`src/sv/ucer_pkg.sv`:
```
// Package for the USB control endpoint responder: types, action and request codes,
// descriptor ROM contents. No dependencies.
package ucer_pkg;

  localparam int MaxPacketDef = 64;
  localparam int RomBytesDef  = 128;

  typedef enum logic [1:0] {
    OP_BUS_RESET = 2'd0,
    OP_SETUP     = 2'd1,
    OP_IN_DONE   = 2'd2,
    OP_OUT_DONE  = 2'd3
  } op_t;

  typedef enum logic [2:0] {
    ACT_NONE   = 3'd0,
    ACT_DATA   = 3'd1,
    ACT_ZLP    = 3'd2,
    ACT_ARMOUT = 3'd3,
    ACT_STALL  = 3'd4,
    ACT_SETADR = 3'd5
  } act_t;

  localparam logic [7:0] REQ_GET_STATUS  = 8'h00;
  localparam logic [7:0] REQ_CLR_FEATURE = 8'h01;
  localparam logic [7:0] REQ_SET_FEATURE = 8'h03;
  localparam logic [7:0] REQ_SET_ADDRESS = 8'h05;
  localparam logic [7:0] REQ_GET_DESC    = 8'h06;
  localparam logic [7:0] REQ_GET_CONFIG  = 8'h08;
  localparam logic [7:0] REQ_SET_CONFIG  = 8'h09;
  localparam logic [7:0] REQ_GET_IFACE   = 8'h0a;
  localparam logic [7:0] REQ_SET_IFACE   = 8'h0b;
  localparam logic [7:0] REQ_SET_LINE    = 8'h20;
  localparam logic [7:0] REQ_GET_LINE    = 8'h21;
  localparam logic [1:0] TYP_STANDARD    = 2'd0;
  localparam logic [1:0] TYP_CLASS       = 2'd1;

  localparam logic [55:0] LC_RESET = 56'h08_0000_0001_C200;

  // One item as it leaves the block.
  typedef struct packed {
    act_t       action;
    logic [7:0] data_byte;
    logic [5:0] byte_index;
    logic [6:0] packet_length;
    logic       pid_data1;
    logic       status_out_armed;
    logic [6:0] device_address;
    logic       is_configured;
    logic       last;
  } res_t;

  // Controller to datapath commands.
  typedef struct packed {
    logic load_evt;   // decode the event held in the input register
    logic emit_pkt;   // emit the next byte of the current packet
  } cmd_t;

  // Datapath to controller status.
  typedef struct packed {
    logic pkt_mode;   // event needs a packet burst
    logic pkt_done;   // current byte is the last of the packet
  } sts_t;

  function automatic logic [7:0] rom_byte(input logic [8:0] a);
    logic [7:0] r;
    r = 8'h00;
    unique case (a)
      9'd0: r=8'd18;  9'd1: r=8'h01; 9'd2: r=8'h00; 9'd3: r=8'h02; 9'd4: r=8'h02;
      9'd5: r=8'h00;  9'd6: r=8'h00; 9'd7: r=8'd64; 9'd8: r=8'h09; 9'd9: r=8'h12;
      9'd10: r=8'hE0; 9'd11: r=8'hC1; 9'd12: r=8'h00; 9'd13: r=8'h01; 9'd14: r=8'd1;
      9'd15: r=8'd2;  9'd16: r=8'd0; 9'd17: r=8'd1;
      9'd18: r=8'd9;  9'd19: r=8'h02; 9'd20: r=8'd67; 9'd21: r=8'd0; 9'd22: r=8'd2;
      9'd23: r=8'd1;  9'd24: r=8'd0; 9'd25: r=8'h80; 9'd26: r=8'd50;
      9'd27: r=8'd9;  9'd28: r=8'h04; 9'd29: r=8'd0; 9'd30: r=8'd0; 9'd31: r=8'd1;
      9'd32: r=8'h02; 9'd33: r=8'h02; 9'd34: r=8'h01; 9'd35: r=8'd0;
      9'd36: r=8'd5;  9'd37: r=8'h24; 9'd38: r=8'h00; 9'd39: r=8'h10; 9'd40: r=8'h01;
      9'd41: r=8'd5;  9'd42: r=8'h24; 9'd43: r=8'h01; 9'd44: r=8'h00; 9'd45: r=8'd1;
      9'd46: r=8'd4;  9'd47: r=8'h24; 9'd48: r=8'h02; 9'd49: r=8'h02;
      9'd50: r=8'd5;  9'd51: r=8'h24; 9'd52: r=8'h06; 9'd53: r=8'd0; 9'd54: r=8'd1;
      9'd55: r=8'd7;  9'd56: r=8'h05; 9'd57: r=8'h81; 9'd58: r=8'h03; 9'd59: r=8'd8;
      9'd60: r=8'd0;  9'd61: r=8'd16;
      9'd62: r=8'd9;  9'd63: r=8'h04; 9'd64: r=8'd1; 9'd65: r=8'd0; 9'd66: r=8'd2;
      9'd67: r=8'h0A; 9'd68: r=8'h00; 9'd69: r=8'h00; 9'd70: r=8'd0;
      9'd71: r=8'd7;  9'd72: r=8'h05; 9'd73: r=8'h82; 9'd74: r=8'h02; 9'd75: r=8'd64;
      9'd76: r=8'd0;  9'd77: r=8'd0;
      9'd78: r=8'd7;  9'd79: r=8'h05; 9'd80: r=8'h03; 9'd81: r=8'h02; 9'd82: r=8'd64;
      9'd83: r=8'd0;  9'd84: r=8'd0;
      9'd85: r=8'd4;  9'd86: r=8'h03; 9'd87: r=8'h09; 9'd88: r=8'h04;
      9'd89: r=8'd10; 9'd90: r=8'h03; 9'd91: r=8'h4B; 9'd92: r=8'd0; 9'd93: r=8'h6C;
      9'd94: r=8'd0;  9'd95: r=8'h69; 9'd96: r=8'd0; 9'd97: r=8'h6E; 9'd98: r=8'd0;
      9'd99: r=8'd16; 9'd100: r=8'h03; 9'd101: r=8'h55; 9'd102: r=8'd0; 9'd103: r=8'h53;
      9'd104: r=8'd0; 9'd105: r=8'h42; 9'd106: r=8'd0; 9'd107: r=8'h20; 9'd108: r=8'd0;
      9'd109: r=8'h43; 9'd110: r=8'd0; 9'd111: r=8'h44; 9'd112: r=8'd0; 9'd113: r=8'h43;
      9'd114: r=8'd0;
      default: r = 8'h00;
    endcase
    return r;
  endfunction

endpackage

```
`src/sv/ucer_if.sv`:
```
// Valid/ready channel interfaces for the responder's input and result items.
// Depends on ucer_pkg.
interface ucer_in_if import ucer_pkg::*; ();
  logic        valid;
  logic        ready;
  logic [1:0]  operation;
  logic [63:0] packet_bytes;
  logic [9:0]  out_length;
  modport source (output valid, operation, packet_bytes, out_length, input ready);
  modport sink (input valid, operation, packet_bytes, out_length, output ready);
endinterface

interface ucer_out_if import ucer_pkg::*; ();
  logic valid;
  logic ready;
  res_t data;
  modport source (output valid, data, input ready);
  modport sink (input valid, data, output ready);
endinterface

```
`src/sv/ucer_ctrl.sv`:
```
// Controller state machine of the responder: sequences event decode and packet bursts.
// Depends on ucer_pkg.
module ucer_ctrl import ucer_pkg::*; (
  input  logic clk,
  input  logic rst_n,
  input  logic in_fire,
  input  logic slot_free,   // result register empty or being taken
  input  sts_t sts,
  output cmd_t cmd,
  output logic in_ready
);

  typedef enum logic [2:0] {
    S_IDLE = 3'b001,
    S_DEC  = 3'b010,
    S_PKT  = 3'b100
  } st_t;

  st_t state_r, state_nxt;

  always_comb begin
    state_nxt = state_r;
    cmd = '0;
    in_ready = 1'b0;
    unique case (state_r)
      S_IDLE: begin
        in_ready = 1'b1;
        if (in_fire) state_nxt = S_DEC;
      end
      S_DEC: begin
        if (slot_free) begin
          cmd.load_evt = 1'b1;
          if (sts.pkt_mode) state_nxt = S_PKT;
          else state_nxt = S_IDLE;
        end
      end
      S_PKT: begin
        if (slot_free) begin
          cmd.emit_pkt = 1'b1;
          if (sts.pkt_done) state_nxt = S_IDLE;
        end
      end
      default: state_nxt = S_IDLE;
    endcase
  end

  always_ff @(posedge clk) begin
    if (!rst_n) state_r <= S_IDLE;
    else state_r <= state_nxt;
  end

  a_load_only_dec: assert property (@(posedge clk) disable iff (!rst_n)
    cmd.load_evt |-> state_r == S_DEC) else $error("decode outside decode state");
  a_no_both: assert property (@(posedge clk) disable iff (!rst_n)
    !(cmd.load_evt && cmd.emit_pkt)) else $error("decode and emit together");
  a_fire_to_dec: assert property (@(posedge clk) disable iff (!rst_n)
    in_fire |=> state_r == S_DEC) else $error("accepted item not decoded");

endmodule

```
`src/sv/ucer_dp.sv`:
```
// Datapath of the responder: endpoint state, request decode, descriptor and
// scratch byte source, result register. Depends on ucer_pkg.
module ucer_dp import ucer_pkg::*; #(
  parameter int MAX_PACKET = MaxPacketDef,
  parameter int ROM_BYTES  = RomBytesDef
) (
  input  logic        clk,
  input  logic        rst_n,
  input  logic        in_fire,
  input  logic [1:0]  in_operation,
  input  logic [63:0] in_packet_bytes,
  input  logic [9:0]  in_out_length,
  input  cmd_t        cmd,
  output sts_t        sts,
  output logic        slot_free,
  output logic        out_valid,
  input  logic        out_ready,
  output res_t        out_data
);

  localparam int PW = 9;  // pointer bits, covers ROM_BYTES up to 512

  logic [1:0]  op_r;
  logic [63:0] pk_r;
  logic [9:0]  olen_r;

  logic        cfg_r, stall_r, apply_r, active_r, pid_r, scr_r;
  logic [6:0]  padr_r, rem_r, n_r, idx_r;
  logic [PW-1:0] ptr_r;
  logic [55:0] lc_r;
  logic [55:0] scratch_r;
  logic        fin_r;

  logic        ov_r;
  res_t        res_r;

  assign slot_free = !ov_r || out_ready;
  assign out_valid = ov_r;
  assign out_data  = res_r;

  // Setup fields.
  logic [7:0]  bm, req, lo, hi;
  logic [15:0] wl;
  logic        in_dir;
  logic [1:0]  typ;
  assign bm = pk_r[7:0];
  assign req = pk_r[15:8];
  assign lo = pk_r[23:16];
  assign hi = pk_r[31:24];
  assign wl = pk_r[63:48];
  assign in_dir = bm[7];
  assign typ = bm[6:5];

  // Decode result of a setup packet.
  typedef enum logic [2:0] {
    D_ZLP = 3'd0, D_STALL = 3'd1, D_ARMOUT = 3'd2, D_SEND = 3'd3
  } dk_t;
  dk_t        dk;
  logic       d_scr, d_setadr, d_setcfg, d_clrcfg;
  logic [PW-1:0] d_ptr;
  logic [6:0] d_len;
  logic [55:0] d_scratch;

  always_comb begin
    dk = D_STALL; d_scr = 1'b0; d_ptr = '0; d_len = '0; d_scratch = '0;
    d_setadr = 1'b0; d_setcfg = 1'b0; d_clrcfg = 1'b0;
    if (typ == TYP_STANDARD) begin
      priority case (req)
        REQ_SET_ADDRESS: begin dk = D_ZLP; d_setadr = 1'b1; end
        REQ_GET_DESC: if (in_dir) begin
          dk = D_SEND;
          if (hi == 8'd1 && lo == 8'd0) begin d_ptr = PW'(0); d_len = 7'd18; end
          else if (hi == 8'd2 && lo == 8'd0) begin d_ptr = PW'(18); d_len = 7'd67; end
          else if (hi == 8'd3 && lo == 8'd0) begin d_ptr = PW'(85); d_len = 7'd4; end
          else if (hi == 8'd3 && lo == 8'd1) begin d_ptr = PW'(89); d_len = 7'd10; end
          else if (hi == 8'd3 && lo == 8'd2) begin d_ptr = PW'(99); d_len = 7'd16; end
          else dk = D_STALL;
        end
        REQ_SET_CONFIG: if (!in_dir) begin
          dk = D_ZLP; d_setcfg = (lo == 8'd1); d_clrcfg = (lo == 8'd0);
        end
        REQ_GET_CONFIG: if (in_dir) begin
          dk = D_SEND; d_scr = 1'b1; d_len = 7'd1; d_scratch[0] = cfg_r;
        end
        REQ_GET_STATUS: if (in_dir) begin dk = D_SEND; d_scr = 1'b1; d_len = 7'd2; end
        REQ_GET_IFACE: if (in_dir) begin dk = D_SEND; d_scr = 1'b1; d_len = 7'd1; end
        REQ_SET_IFACE: if (!in_dir) dk = D_ZLP;
        REQ_CLR_FEATURE, REQ_SET_FEATURE: dk = D_ZLP;
        default: dk = D_STALL;
      endcase
    end else if (typ == TYP_CLASS) begin
      if (req == REQ_SET_LINE) begin
        if (!in_dir) dk = (wl >= 16'd7) ? D_ARMOUT : D_ZLP;
      end else if (req == REQ_GET_LINE) begin
        if (in_dir) begin dk = D_SEND; d_scr = 1'b1; d_len = 7'd7; d_scratch = lc_r; end
      end else if (!in_dir) dk = D_ZLP;
    end
  end

  // Remaining count clipped to wLength, then packet size.
  logic [6:0] s_rem, n_cur;
  assign s_rem = (wl < {9'd0, d_len}) ? wl[6:0] : d_len;
  assign n_cur = (rem_r > 7'(MAX_PACKET)) ? 7'(MAX_PACKET) : rem_r;

  // Byte source for the current position.
  logic [PW-1:0] pos;
  logic [7:0] src;
  assign pos = ptr_r + PW'(idx_r);
  always_comb begin
    if (scr_r) src = (pos < PW'(7)) ? scratch_r[pos[2:0]*8 +: 8] : 8'h00;
    else src = (int'(pos) < ROM_BYTES) ? rom_byte(pos) : 8'h00;
  end

  logic send_pkt;  // event starts a packet burst
  always_comb begin
    send_pkt = 1'b0;
    if (op_r == OP_SETUP && dk == D_SEND && s_rem != 7'd0) send_pkt = 1'b1;
    if (op_r == OP_IN_DONE && active_r && rem_r != 7'd0) send_pkt = 1'b1;
  end
  assign sts.pkt_mode = send_pkt;
  assign sts.pkt_done = (idx_r + 7'd1 == n_r);

  // A decoded event fills the result register unless a burst follows.
  logic ov_set;
  assign ov_set = cmd.emit_pkt || (cmd.load_evt && !send_pkt);

  function automatic res_t mk(input act_t a, input logic [6:0] len, input logic pid,
                               input logic st, input logic [6:0] adr, input logic cf);
    res_t r;
    r = '0;
    r.action = a; r.packet_length = len; r.pid_data1 = pid; r.status_out_armed = st;
    r.device_address = adr; r.is_configured = cf; r.last = 1'b1;
    return r;
  endfunction

  always_ff @(posedge clk) begin
    if (in_fire) begin
      op_r <= in_operation; pk_r <= in_packet_bytes; olen_r <= in_out_length;
    end
  end

  always_ff @(posedge clk) begin
    if (!rst_n) begin
      cfg_r <= 1'b0; stall_r <= 1'b0; apply_r <= 1'b0; active_r <= 1'b0; pid_r <= 1'b1;
      scr_r <= 1'b0; padr_r <= '0; rem_r <= '0; ptr_r <= '0; lc_r <= LC_RESET;
      scratch_r <= '0; ov_r <= 1'b0; n_r <= '0; idx_r <= '0; fin_r <= 1'b0;
    end else begin
      ov_r <= ov_set || (ov_r && !out_ready);
      if (cmd.load_evt) begin
        idx_r <= '0;
        unique case (op_r)
          OP_BUS_RESET: begin
            cfg_r <= 1'b0; stall_r <= 1'b0; padr_r <= '0; apply_r <= 1'b0;
            active_r <= 1'b0; rem_r <= '0; ptr_r <= '0;
            res_r <= mk(ACT_NONE, 7'd0, 1'b0, 1'b0, 7'd0, 1'b0);
          end
          OP_SETUP: begin
            stall_r <= (dk == D_STALL);
            active_r <= send_pkt;
            rem_r <= send_pkt ? s_rem : 7'd0;
            if (d_setadr) begin padr_r <= lo[6:0]; apply_r <= 1'b1; end
            if (d_setcfg) cfg_r <= 1'b1;
            else if (d_clrcfg) cfg_r <= 1'b0;
            unique case (dk)
              D_ZLP: res_r <= mk(ACT_ZLP, 7'd0, 1'b1, 1'b0, 7'd0,
                                 d_setcfg | (cfg_r & ~d_clrcfg));
              D_ARMOUT: res_r <= mk(ACT_ARMOUT, 7'd7, 1'b1, 1'b0, 7'd0, cfg_r);
              D_STALL: res_r <= mk(ACT_STALL, 7'd0, 1'b0, 1'b0, 7'd0, cfg_r);
              D_SEND: begin
                scr_r <= d_scr; ptr_r <= d_ptr; scratch_r <= d_scratch;
                // A zero-length data stage uses up DATA1 at once.
                pid_r <= (s_rem != 7'd0);
                if (s_rem == 7'd0) res_r <= mk(ACT_ZLP, 7'd0, 1'b1, 1'b1, 7'd0, cfg_r);
              end
              default: res_r <= mk(ACT_STALL, 7'd0, 1'b0, 1'b0, 7'd0, cfg_r);
            endcase
          end
          OP_IN_DONE: begin
            if (!send_pkt && apply_r) begin
              apply_r <= 1'b0;
              res_r <= mk(ACT_SETADR, 7'd0, 1'b0, 1'b0, padr_r, cfg_r);
            end else if (!send_pkt) res_r <= mk(ACT_NONE, 7'd0, 1'b0, 1'b0, 7'd0, cfg_r);
          end
          OP_OUT_DONE: begin
            if (olen_r >= 10'd7 && !stall_r) begin
              lc_r <= pk_r[55:0];
              res_r <= mk(ACT_ZLP, 7'd0, 1'b1, 1'b0, 7'd0, cfg_r);
            end else res_r <= mk(ACT_NONE, 7'd0, 1'b0, 1'b0, 7'd0, cfg_r);
          end
          default: res_r <= mk(ACT_NONE, 7'd0, 1'b0, 1'b0, 7'd0, cfg_r);
        endcase
        if (op_r == OP_SETUP && dk == D_SEND && s_rem != 7'd0) begin
          n_r <= (s_rem > 7'(MAX_PACKET)) ? 7'(MAX_PACKET) : s_rem;
          fin_r <= (s_rem <= 7'(MAX_PACKET));
        end else begin
          n_r <= n_cur;
          fin_r <= (rem_r == n_cur);
        end
      end
      if (cmd.emit_pkt) begin
        res_r.action <= ACT_DATA;
        res_r.data_byte <= src;
        res_r.byte_index <= idx_r[5:0];
        res_r.packet_length <= n_r;
        res_r.pid_data1 <= pid_r;
        res_r.status_out_armed <= fin_r;
        res_r.device_address <= '0;
        res_r.is_configured <= cfg_r;
        res_r.last <= sts.pkt_done;
        idx_r <= idx_r + 7'd1;
        if (sts.pkt_done) begin
          ptr_r <= ptr_r + PW'(n_r);
          rem_r <= rem_r - n_r;
          pid_r <= ~pid_r;
          if (rem_r == n_r) active_r <= 1'b0;
        end
      end
    end
  end

  a_hold: assert property (@(posedge clk) disable iff (!rst_n)
    (ov_r && !out_ready) |=> ov_r) else $error("result dropped");
  a_idx: assert property (@(posedge clk) disable iff (!rst_n)
    cmd.emit_pkt |-> idx_r < n_r) else $error("byte index past packet");
  a_len: assert property (@(posedge clk) disable iff (!rst_n)
    cmd.emit_pkt |-> n_r <= 7'(MAX_PACKET) && n_r != 7'd0) else $error("bad packet length");

endmodule

```
`src/sv/usb_control_endpoint_responder_unit.sv`:
```
// Endpoint 0 responder for a CDC ACM device. One event item (bus reset, setup,
// IN done, OUT done) yields one result item, or one item per byte of a descriptor
// or scratch packet of up to MAX_PACKET bytes. An event passes through the accept
// state and the decode state; a packet burst then sends its bytes one by one through
// the single byte path, and a held result stalls the controller. The last item of
// an event carries last. Depends on ucer_pkg, ucer_if, ucer_ctrl and ucer_dp.
module usb_control_endpoint_responder_unit import ucer_pkg::*; #(
  parameter int MAX_PACKET = MaxPacketDef,
  parameter int ROM_BYTES  = RomBytesDef
) (
  input logic clk,
  input logic rst_n,
  ucer_in_if.sink    in_ch,
  ucer_out_if.source out_ch
);

  cmd_t cmd;
  sts_t sts;
  logic slot_free, in_fire;

  assign in_fire = in_ch.valid && in_ch.ready;

  ucer_ctrl u_ctrl (
    .clk(clk), .rst_n(rst_n), .in_fire(in_fire), .slot_free(slot_free),
    .sts(sts), .cmd(cmd), .in_ready(in_ch.ready)
  );

  ucer_dp #(.MAX_PACKET(MAX_PACKET), .ROM_BYTES(ROM_BYTES)) u_dp (
    .clk(clk), .rst_n(rst_n), .in_fire(in_fire),
    .in_operation(in_ch.operation), .in_packet_bytes(in_ch.packet_bytes),
    .in_out_length(in_ch.out_length), .cmd(cmd), .sts(sts), .slot_free(slot_free),
    .out_valid(out_ch.valid), .out_ready(out_ch.ready), .out_data(out_ch.data)
  );

endmodule
```
`src/flat_wrapper.sv`:
```
// flat-port wrapper written by rule: the top's interface ports become plain ports
module usb_control_endpoint_responder_unit_flat import ucer_pkg::*;
#(
  parameter int MAX_PACKET = MaxPacketDef,
  parameter int ROM_BYTES  = RomBytesDef
)
  (clk, rst_n, in_ch_valid, in_ch_operation, in_ch_packet_bytes, in_ch_out_length, in_ch_ready, out_ch_valid, out_ch_data, out_ch_ready);
  ucer_in_if in_ch_i ();
  ucer_out_if out_ch_i ();
  input logic clk;
  input logic rst_n;
  input wire logic [$bits(in_ch_i.valid)-1:0] in_ch_valid;
  input wire logic [$bits(in_ch_i.operation)-1:0] in_ch_operation;
  input wire logic [$bits(in_ch_i.packet_bytes)-1:0] in_ch_packet_bytes;
  input wire logic [$bits(in_ch_i.out_length)-1:0] in_ch_out_length;
  output wire logic [$bits(in_ch_i.ready)-1:0] in_ch_ready;
  output wire logic [$bits(out_ch_i.valid)-1:0] out_ch_valid;
  output wire logic [$bits(out_ch_i.data)-1:0] out_ch_data;
  input wire logic [$bits(out_ch_i.ready)-1:0] out_ch_ready;
  assign in_ch_i.valid = in_ch_valid;
  assign in_ch_i.operation = in_ch_operation;
  assign in_ch_i.packet_bytes = in_ch_packet_bytes;
  assign in_ch_i.out_length = in_ch_out_length;
  assign in_ch_ready = in_ch_i.ready;
  assign out_ch_valid = out_ch_i.valid;
  assign out_ch_data = out_ch_i.data;
  assign out_ch_i.ready = out_ch_ready;
  usb_control_endpoint_responder_unit #(.MAX_PACKET(MAX_PACKET), .ROM_BYTES(ROM_BYTES)) u_core (.clk(clk), .rst_n(rst_n), .in_ch(in_ch_i), .out_ch(out_ch_i));
endmodule
```
`config.mk`:
```
export PLATFORM = sky130hd
export DESIGN_NAME = usb_control_endpoint_responder_unit_flat
export DESIGN_NICKNAME = d
export VERILOG_FILES = /design/src/sv/ucer_pkg.sv /design/src/sv/ucer_if.sv /design/src/sv/ucer_ctrl.sv /design/src/sv/ucer_dp.sv /design/src/sv/usb_control_endpoint_responder_unit.sv /design/src/flat_wrapper.sv
export SDC_FILE = /design/constraint.sdc
export NUM_CORES = 1
export LEC_CHECK = 0
export ABC_AREA = 1
export BUFFER_PORTS_ARGS = -buffer_cell sky130_fd_sc_hd__buf_4
export CORE_MARGIN = 8
export CORE_UTILIZATION = 60
export DETAILED_ROUTE_END_ITERATION = 8
export PLACE_DENSITY = 0.9
export SYNTH_ARGS = -nofsm -noshare
export SYNTH_HDL_FRONTEND = slang
export SYNTH_SLANG_ARGS = --single-unit
```
`constraint.sdc`:
```
create_clock -name clk -period 7.6 [get_ports clk]
set_input_delay 1.9 -clock clk [delete_from_list [all_inputs] [get_ports clk]]
set_output_delay 1.9 -clock clk [all_outputs]
set_load 0.02 [all_outputs]
```
# Word level (Yosys, flattened, before mapping)
# Memory sizes are Yosys's and may differ from the RTL's.
# Index checks and enable logic that the tools add are counted.
# Widths: inputs -> output; s select.
[op_classes]
add_sub_neg = 4
n_lt_le_gt_ge = 8
eq_ne = 37
shift = 1
mux = 119
n_bitwise = 4
reduce_logical = 45
[op_table]
columns = ["operator", "n"]
rows = [
  ["$mux 56", 4],
  ["$mux 7", 23],
  ["$mux 35", 4],
  ["$pmux 35 s4", 1],
  ["$pmux 35 s3", 1],
  ["$shiftx 56x7->8", 1],
  ["$mux 55", 1],
  ["$mux 1", 39],
  ["$mux 3", 13],
  ["$mux 9", 4],
  ["$mux 34", 1],
  ["$eq 8x2->1 const B", 4],
  ["$eq 8x4->1 const B", 4],
  ["$mux 32", 1],
  ["$mux 8", 4],
  ["$pmux 7 s2", 2],
  ["$eq 8x1->1 const B", 3],
  ["$eq 7x7->1", 3],
  ["$pmux 7 s3", 1],
  ["$mux 2", 10],
  ["$add 9x7->9", 2],
  ["$pmux 9 s2", 1],
  ["$eq 8x3->1 const B", 2],
  ["$eq 8x6->1 const B", 2],
  ["other kinds (41)", 87],
]
[word_totals]
ff_bits = 271
romBits = 1024
in_bits = 80
out_inout_bits = 37
memories = 1
[mem_list]
columns = ["memory", "words", "word_bits", "read_ports", "rd_ports_with_merged_regs", "wr", "line", "source"]
rows = [
  ["(no name shown)", 128, 8, 1, 0, 0, "ucer_pkg.sv:68", "unique case (a)"],
]

# Longest topological paths before layout
# Gate-level depths: netlist of run 1.
[logic_depth]
word_depth = 22
mapped_depth = 31

# Modules after synthesis
# A second synthesis of run 1 with hierarchy kept.
[unflattened]
hier_cells = 1569
hier_area_um2 = 13080.0
[by_module_without_submodules]
columns = ["mod", "n_inst", "cells_per_inst", "area_each_um2", "seq_area_each_um2"]
rows = [
  ["ucer_dp", 1, 1539, 12884.9, 6476.2],
  ["ucer_ctrl", 1, 28, 187.7, 60.1],
  ["usb_control_endpoint_responder_unit", 1, 2, 7.5, 0.0],
]

# Least setup slack after synthesis of run 1
# OpenSTA, ideal clock, no wires.
[synth_timing]
kind = "input port to flip-flop"
from = "input out_ch_ready"
to = "register u_core.u_dp.olen_r[0], enable pin"
setup_time_ps = 512
arrival_time_ps = 5346
slack_ps = 1742
stages = 4
path_cell_list = "nor2_1 o21ai_0 nand2_1 nor2_1"
[synth_rtl]
columns = ["item", "line", "source"]
rows = [
  ["start, declared", "flat_wrapper.sv:19", "input wire logic [$bits(out_ch_i.ready)-1:0] out_ch_ready;"],
  ["end signal, assigned", "ucer_dp.sv:138", "op_r <= in_operation; pk_r <= in_packet_bytes; olen_r <= in_out_length;"],
  ["end, declared", "ucer_dp.sv:25", "logic [9:0] olen_r;"],
]

# Worst setup path in the final report of run 1
[layout_timing]
from = "register u_core.u_dp.pk_r[29]"
to = "register u_core.u_dp.res_r (netlist bit u_core.u_dp.out_data[29]), enable pin"
[layout_via]
elab_chain_len = 20
[layout_rtl]
columns = ["item", "line", "source"]
rows = [
  ["start, declared", "ucer_dp.sv:24", "logic [63:0] pk_r;"],
  ["start signal, assigned", "ucer_dp.sv:138", ""],
  ["$eq 8x2->1", "ucer_dp.sv:74, ucer_dp.sv:75, ucer_dp.sv:76", ""],
  ["$logic_and 1x1->1", "ucer_dp.sv:76", "else if (hi == 8'd3 && lo == 8'd2) begin d_ptr = PW'(99); d_len = 7'd16; end"],
  ["$mux 5", "ucer_dp.sv:76", ""],
  ["$mux 5", "ucer_dp.sv:75", "else if (hi == 8'd3 && lo == 8'd1) begin d_ptr = PW'(89); d_len = 7'd10; end"],
  ["$mux 5", "ucer_dp.sv:74", "else if (hi == 8'd3 && lo == 8'd0) begin d_ptr = PW'(85); d_len = 7'd4; end"],
  ["$mux 7", "ucer_dp.sv:73", "else if (hi == 8'd2 && lo == 8'd0) begin d_ptr = PW'(18); d_len = 7'd67; end"],
  ["$mux 7", "ucer_dp.sv:72", "if (hi == 8'd1 && lo == 8'd0) begin d_ptr = PW'(0); d_len = 7'd18; end"],
  ["$mux 7", "ucer_dp.sv:70", "REQ_GET_DESC: if (in_dir) begin"],
  ["(+4 left out)", "-", ""],
  ["$reduce_bool 7->1", "ucer_dp.sv:117", "if (op_r == OP_SETUP && dk == D_SEND && s_rem != 7'd0) send_pkt = 1'b1;"],
  ["$logic_and 1x1->1", "ucer_dp.sv:117", ""],
  ["$mux 1", "ucer_dp.sv:117", ""],
  ["$mux 1", "ucer_dp.sv:118", "if (op_r == OP_IN_DONE && active_r && rem_r != 7'd0) send_pkt = 1'b1;"],
  ["$logic_not 1->1", "-", ""],
  ["$logic_and 1x1->1", "ucer_dp.sv:179", "if (!send_pkt && apply_r) begin"],
  ["$ne 4x3->1 (no source line)", "-", ""],
  ["$reduce_and 4->1 (no source line) (*)", "-", ""],
  ["end signal, assigned", "ucer_dp.sv:181", "res_r <= mk(ACT_SETADR, 7'd0, 1'b0, 1'b0, padr_r, cfg_r);"],
  ["end signal, assigned", "ucer_dp.sv:182", "end else if (!send_pkt) res_r <= mk(ACT_NONE, 7'd0, 1'b0, 1'b0, 7'd0, cfg_r);"],
  ["end signal, assigned", "ucer_dp.sv:187", "res_r <= mk(ACT_ZLP, 7'd0, 1'b1, 1'b0, 7'd0, cfg_r);"],
  ["end, declared", "ucer_dp.sv:35", "res_t res_r;"],
]
# Mark *: on every way between the ends. The rest lies on a longest branch, timed or not.
# A chain may end at the register's enable or synchronous reset.

==> results of run 1 <==
-- area by class of cell --
class                           count  area [µm²]
Clock buffer                       42         806
Timing Repair Buffer              127         953
Inverter                          209         786
Clock inverter                     10         116
Multi-Input combinational cell   1047        5630
Sequential cell                   271        6540
Tap cell                          280         350
Fill cell                        1658        6640
-- state kept, by name, indices dropped and copies added (netlist names) --
| register | count |
|---|---|
| u_core.u_dp.lc_r | 56 |
| u_core.u_dp.ptr_r | 9 |
| u_core.u_dp.apply_r | 1 |
| u_core.u_dp.stall_r | 1 |
| u_core.u_dp.idx_r | 7 |
| u_core.u_dp.padr_r | 7 |
| u_core.u_dp.olen_r | 10 |
| u_core.u_dp.scratch_r | 56 |
| u_core.u_dp.op_r | 2 |
| u_core.u_dp.cfg_r | 1 |
| u_core.u_dp.pk_r | 64 |
| u_core.u_dp.out_data | 35 |
| u_core.u_ctrl.state_r | 3 |
| u_core.u_dp.out_valid | 1 |
| u_core.u_dp.scr_r | 1 |
| u_core.u_dp.rem_r | 7 |
| u_core.u_dp.fin_r | 1 |
| u_core.u_dp.n_r | 7 |
| u_core.u_dp.active_r | 1 |
| u_core.u_dp.pid_r | 1 |
-- path summary, 6_finish.rpt --
kind	start	to	slack (ps)	depth (start not counted)
hold / removal	u_core.u_dp.scratch_r[44]	u_core.u_dp.scratch_r[44]	460	2
setup / recovery	u_core.u_dp.pk_r[29]	u_core.u_dp.out_data[29]	2360	23
hold reg to reg	u_core.u_dp.scratch_r[44]	u_core.u_dp.scratch_r[44]	460	2
setup reg to reg	u_core.u_dp.pk_r[29]	u_core.u_dp.out_data[29]	2360	23
-- worst max-delay path, cell delays in order, from the launching register on --
cell      delay [ps]
edfxtp_1         370
inv_1            110
nand2_1          110
nor2_4           180
inv_2             50
nor2_1           100
nand3_1          150
nor4_1           560
inv_1             90
a21oi_1          230
inv_1             70
ha_1             190
o21a_1           190
nor4_4           460
nand2_4          150
nand2_1          100
nand2_1           80
nor2_2           160
nand3_2          100
nand2_2          190
nand2_2          210
nand3_2          100
nand2_1          110
nor2_4           760
-- where the power goes --
group	leakage (nW)	internal (mW)	switching, mW
Sequential	2.35	1.65	0.0695
Clock	0.435	0.775	0.563
Combinational	3.24	0.110	0.245
-- layer usage --
layer	global-route usage, %	up-vias	part of all wire [%]
met5	0	-	0
met4	8.60	0	3.0
met3	4.74	85	9.2
met2	41.0	608	46
met1	34.2	5414	42
li1	-	5651	-
-- stage by stage --
| stage | instances | instance area, µm² | util (%) | power [mW] | setup WS [ps] |
|---|---|---|---|---|---|
| final | 1986 | 15200 | 69.6 | 3.41 | 2360 |
| after detailed placement | 1934 | 14300 | 65.3 | 2.10 | 2470 |
| after floorplan | 1607 | 13300 | - | 1.97 | 1740 |
| after CTS | 1986 | 15200 | 69.6 | 3.43 | 2390 |
| after global placement | 1934 | 14300 | 65.3 | 2.08 | 2710 |
| after global routing | 1986 | 15200 | 69.6 | 3.53 | 1980 |
-- cell families (layout without fill, tap and decap cells) --
logic type	count (synthesis)	count (layout)	synth area share, %
buffers and inverters	289	388	8.69
xor gates and xnor gates	21	21	1.44
and+or+nand+nor	559	559	18.4
adders and majority gates	36	36	3.55
AOI/OAI and AO/OA	431	431	18.8
DFF	271	271	49.1
-- layout by cell type (no fill, tap or decap), types with 6 or more instances in the layout --
cell,instances
a22oi_1,11
xnor2_1,6
nand2_1,260
clkbuf_1,11
nand4_1,16
buf_4,127
o211ai_1,17
nor2_2,10
nand3_1,97
inv_1,185
nor3_1,21
xor2_1,14
ha_1,33
nor2_1,124
clkbuf_16,30
a31oi_1,8
o21ai_0,104
o31ai_1,6
dfxtp_1,160
a21oi_1,194
edfxtp_1,111
a211oi_1,61
nand2_2,6
inv_2,21
nor4_1,8
==> impl_results.md, run 1 <==
- GPL Wtd Cong: 1.01
- Ys async rst share: 0%
- Top cell type's share of synthesized area: 25.0%
- Row Count: 54
- Worst slew margin: roughly 28%
- Worst-path clk slew: 60 ps
- Status: finished clean
- Post-synth EDFFs: between 100 and 150
- Core Area: between 20,000 and 25,000 µm²
- First-pass DRT Iterations: 6
- Tightest Pin Transition: 1070 ps
- Setup crit end kind: register
- Port buffer count: about 120
- Clk sinks: roughly 270
- Final Cycle Share: 68.9%
- DR WL/cell: roughly 18 µm
- Syn. warnings: 0
- Die area: 27,200 µm²
- Share of post-route cells with drive strength above 1: 13.0%
- WP data arrival: 5400 ps
- Worst-path maximum fanout: 35
- Gr usage total: 25.5%
- Via count: 11,800
- CTS Buf Count: 28
- Syn nets: 1,723
- Die Y: between 150 and 200 µm
- Hold crit path type: reg2reg
- # IOs: 117
- Max IR drop VDD: 0.232 mV
- Final max-slew violation count: 0
- CTS tree: yes
- Post-synthesis sequential element count: between 200 and 300
- Die W: 165 µm
- Final wirelength: 35.0 mm
- RSZ-0062 raised after global routing: no
- Iteration-0 DRC Markers: 1,416
- Largest net degree at the start of global routing: 93
- Worst-Skew Late Latency: around 550 ps
- Final setup TNS: 0 ps
- First-pass GRT wire length: 56.5 mm
- Diode count: 0
- Largest cells by area after synthesis: edfxtp_1 25%, dfxtp_1 24%, nand2_1 7.3%
- Top post-synthesis cells by count: 260 x nand2_1, 194 x a21oi_1, 186 x inv_1, 160 x dfxtp_1, 125 x nor2_1
- CTS resizes: 0
- Final Setup Violations: 0
- Post-route ant nets: 0
- Detailed Place HPWL: approximately 25 mm
- Post-Synthesis Cells: 1,607
- Hold bufs inserted after CTS: 0
- Startpoint types: register
- Remaining Overflow, GRT: 0
- Root buf cell: clkbuf_16
- CTS max path bufs: 3
- Leak pwr: 6.02 nW
- Pwr dens: around 220 nW/µm²
- DR vias/cell: 5.92
- WP data required: 7770 ps
- Final hold slack: 456 ps
- Initial antenna violation count: 0
- Final-report hold violation count: 0
- Final Skew: approximately 16 ps
- Nets: between 1,500 and 2,000
- Fin crit period: roughly 5200 ps
- Number of global-route vias before repair: 11,200
- Max Cap Viol: 0
- Most numerous cell in the Yosys netlist: nand2_1
- Synth area leader: edfxtp_1
- Synth unique cells: 55
- Initial Utilization: 61.0%
- DRC Markers: 0
- Setup Crit Path Kind: reg2reg
- Peak Freq: 191 MHz
- Mapped Area: 13,300 µm²
- Average size of a mapped cell: between 8 and 9 µm²
- # H-tree levels: 1
- Sequential fraction of the synthesis area: 49.1%
- Setup bufs post-CTS: 0
- Synth Flop Type: dfxtp_1
- Area grow syn2layout: 14.1%
(Power assumes the default switching activity.)
==> run 2, diff against run 1 <==
clock period = 5.4 ns   (was 7.6 ns; I/O delays follow)
==> impl_results.md, run 2 (synthesis gave the netlist of run 1 again) <==
- Multi-input logic area: approximately 5600 µm²
- Iteration-0 DRC Markers: around 1,200
- Startpoint types: register
- Number of global-route vias before repair: 11,600
- Final wirelength: 36.4 mm
- FF-to-FF setup slack: 720 ps
- Final setup TNS: 0 ps
- Worst slew margin: 23.8%
- # IOs: 117
- Hold crit path type: reg2reg
- GPL Wtd Cong: around 1
- Final Cycle Share: between 80% and 90%
- Row Count: 54
- Gr usage total: 26.5%
- Leak pwr: slightly above 6 nW
- Fillers: around 1,600
- Finished Core Util: 70.0%
- Post-route insts no fill: 1,993
- CTS max path bufs: 3
- Die area: 27,200 µm²
- Worst-Skew Late Latency: approximately 540 ps
- WP data required: 5590 ps
- # H-tree levels: 1
- WP data arrival: 4870 ps
- Initial antenna violation count: 0
- Final hold slack: between 400 and 500 ps
- Final-report hold violation count: 0
- Fin crit period: between 4000 and 5000 ps
- First-pass GRT wire length: 58.5 mm
- Worst-path maximum fanout: 35
- Status: finished clean
- Die W: 165 µm
- RSZ-0062 raised after global routing: no
- Tightest Pin Transition: between 1000 and 1500 ps
- DR WL/cell: between 15 and 20 µm
- Final Skew: ~9.1 ps
- Pwr dens: 321 nW/µm²
- Max reg flops: 64
- Core Area: 21,800 µm²
- Commonest cells after routing, fill and taps aside: 260 x nand2_1, 194 x a21oi_1, 185 x inv_1
- Final max-slew violation count: 0
- DR vias/cell: about 6
- Largest net degree at the start of global routing: 78
- Worst-path clk slew: around 60 ps
- CTS Buf Count: 28
- Max IR drop VDD: ~0.27 mV
- Remaining Overflow, GRT: 0
- First-pass DRT Iterations: 6
- Hold bufs inserted after CTS: 0
- Clk sinks: 271
- Nets: 1,807
- Max Cap Viol: 0
- DP Cell Count: between 1,500 and 2,000
- DRC Markers: 0
- Most common cell after layout, fill and taps aside: nand2_1
- Diode count: 0
- CTS resizes: 0
- Initial Utilization: 61.0%
- Die Y: 165 µm
- Register area: 6540 µm²
- Top reg by flops: u_core.u_dp.pk_r
- Share of post-route cells with drive strength above 1: between 10 and 15%
- Root buf cell: clkbuf_16
- CTS tree: yes
- Area grow syn2layout: 14.8%
- Final Setup Violations: 0
- Top flop regs: u_core.u_dp.pk_r (64), u_core.u_dp.lc_r (56), u_core.u_dp.scratch_r (56)
- Setup Crit Path Kind: reg2reg
- Setup crit end kind: register
- Via count: 12,000
- Detailed Place HPWL: about 25 mm
- Setup bufs post-CTS: 0
- Post-route ant nets: 0
- Peak Freq: 213 MHz
- Port buffer count: 116
-- run 2: area by class of cell --
class,count,share of cell area [%]
timing repair buffer,134,6.67
clock inverter,13,1.01
sequential,271,42.8
tap,280,2.29
multi-input combinational,1047,36.9
inverter,209,5.15
clock buffer,39,5.20
-- run 2: path summary, 6_finish.rpt --
check                                                from                         to  cells past startpoint
worst min register to register  u_core.u_dp.scratch_r[47]  u_core.u_dp.scratch_r[47]                      2
worst max register to register       u_core.u_dp.pk_r[29]   u_core.u_dp.out_data[29]                     24
worst max-delay path                 u_core.u_dp.pk_r[29]   u_core.u_dp.out_data[29]                     24
worst min-delay path            u_core.u_dp.scratch_r[47]  u_core.u_dp.scratch_r[47]                      2
-- run 2: layer usage --
layer / part of all wire (%) / track usage, % / wire (µm)
met1: 42 / 34.6 / 15200
met2: 48 / 44.3 / 17300
met3: 8.3 / 4.51 / 3040
met4: 2.4 / 8.19 / 859
met5: 0 / 0 / 0
-- run 2: worst max-delay path, stage by stage (launching register included) --
cell and delay [ps]:
edfxtp_1 370, inv_1 100, nand2_1 100, nor2_4 180, inv_2 50, nor2_1 90
nand3_1 150, nor4_1 400, inv_1 90, a21oi_1 200, inv_1 70, ha_1 190
o21a_1 190, nor4_4 460, nand2_4 160, nand2_1 100, nand2_1 90, nor2_2 150
nand3_2 100, nand2_2 190, nand2_2 190, nand3_2 100, nand2_1 90, nor2_4 70
buf_4 400
-- run 2: stage by stage --
stage          total power, mW  setup WS (ps)  area [µm²]
5_1_grt                   5.06            270       15300
4_1_cts                   4.92            759       15300
6_report                  4.91            716       15300
3_5_place_dp              2.95            846       14300
3_3_place_gp              2.93           1010       14300
2_1_floorplan             2.77           4.14       13300
-- run 2: power breakdown --
| group | internal (mW) | leakage, nW | switching [mW] |
|---|---|---|---|
| Clock | 1.17 | 0.466 | 0.808 |
| Sequential | 2.32 | 2.35 | 0.101 |
| Combinational | 0.157 | 3.28 | 0.351 |
| Total | 3.65 | 6.09 | 1.26 |
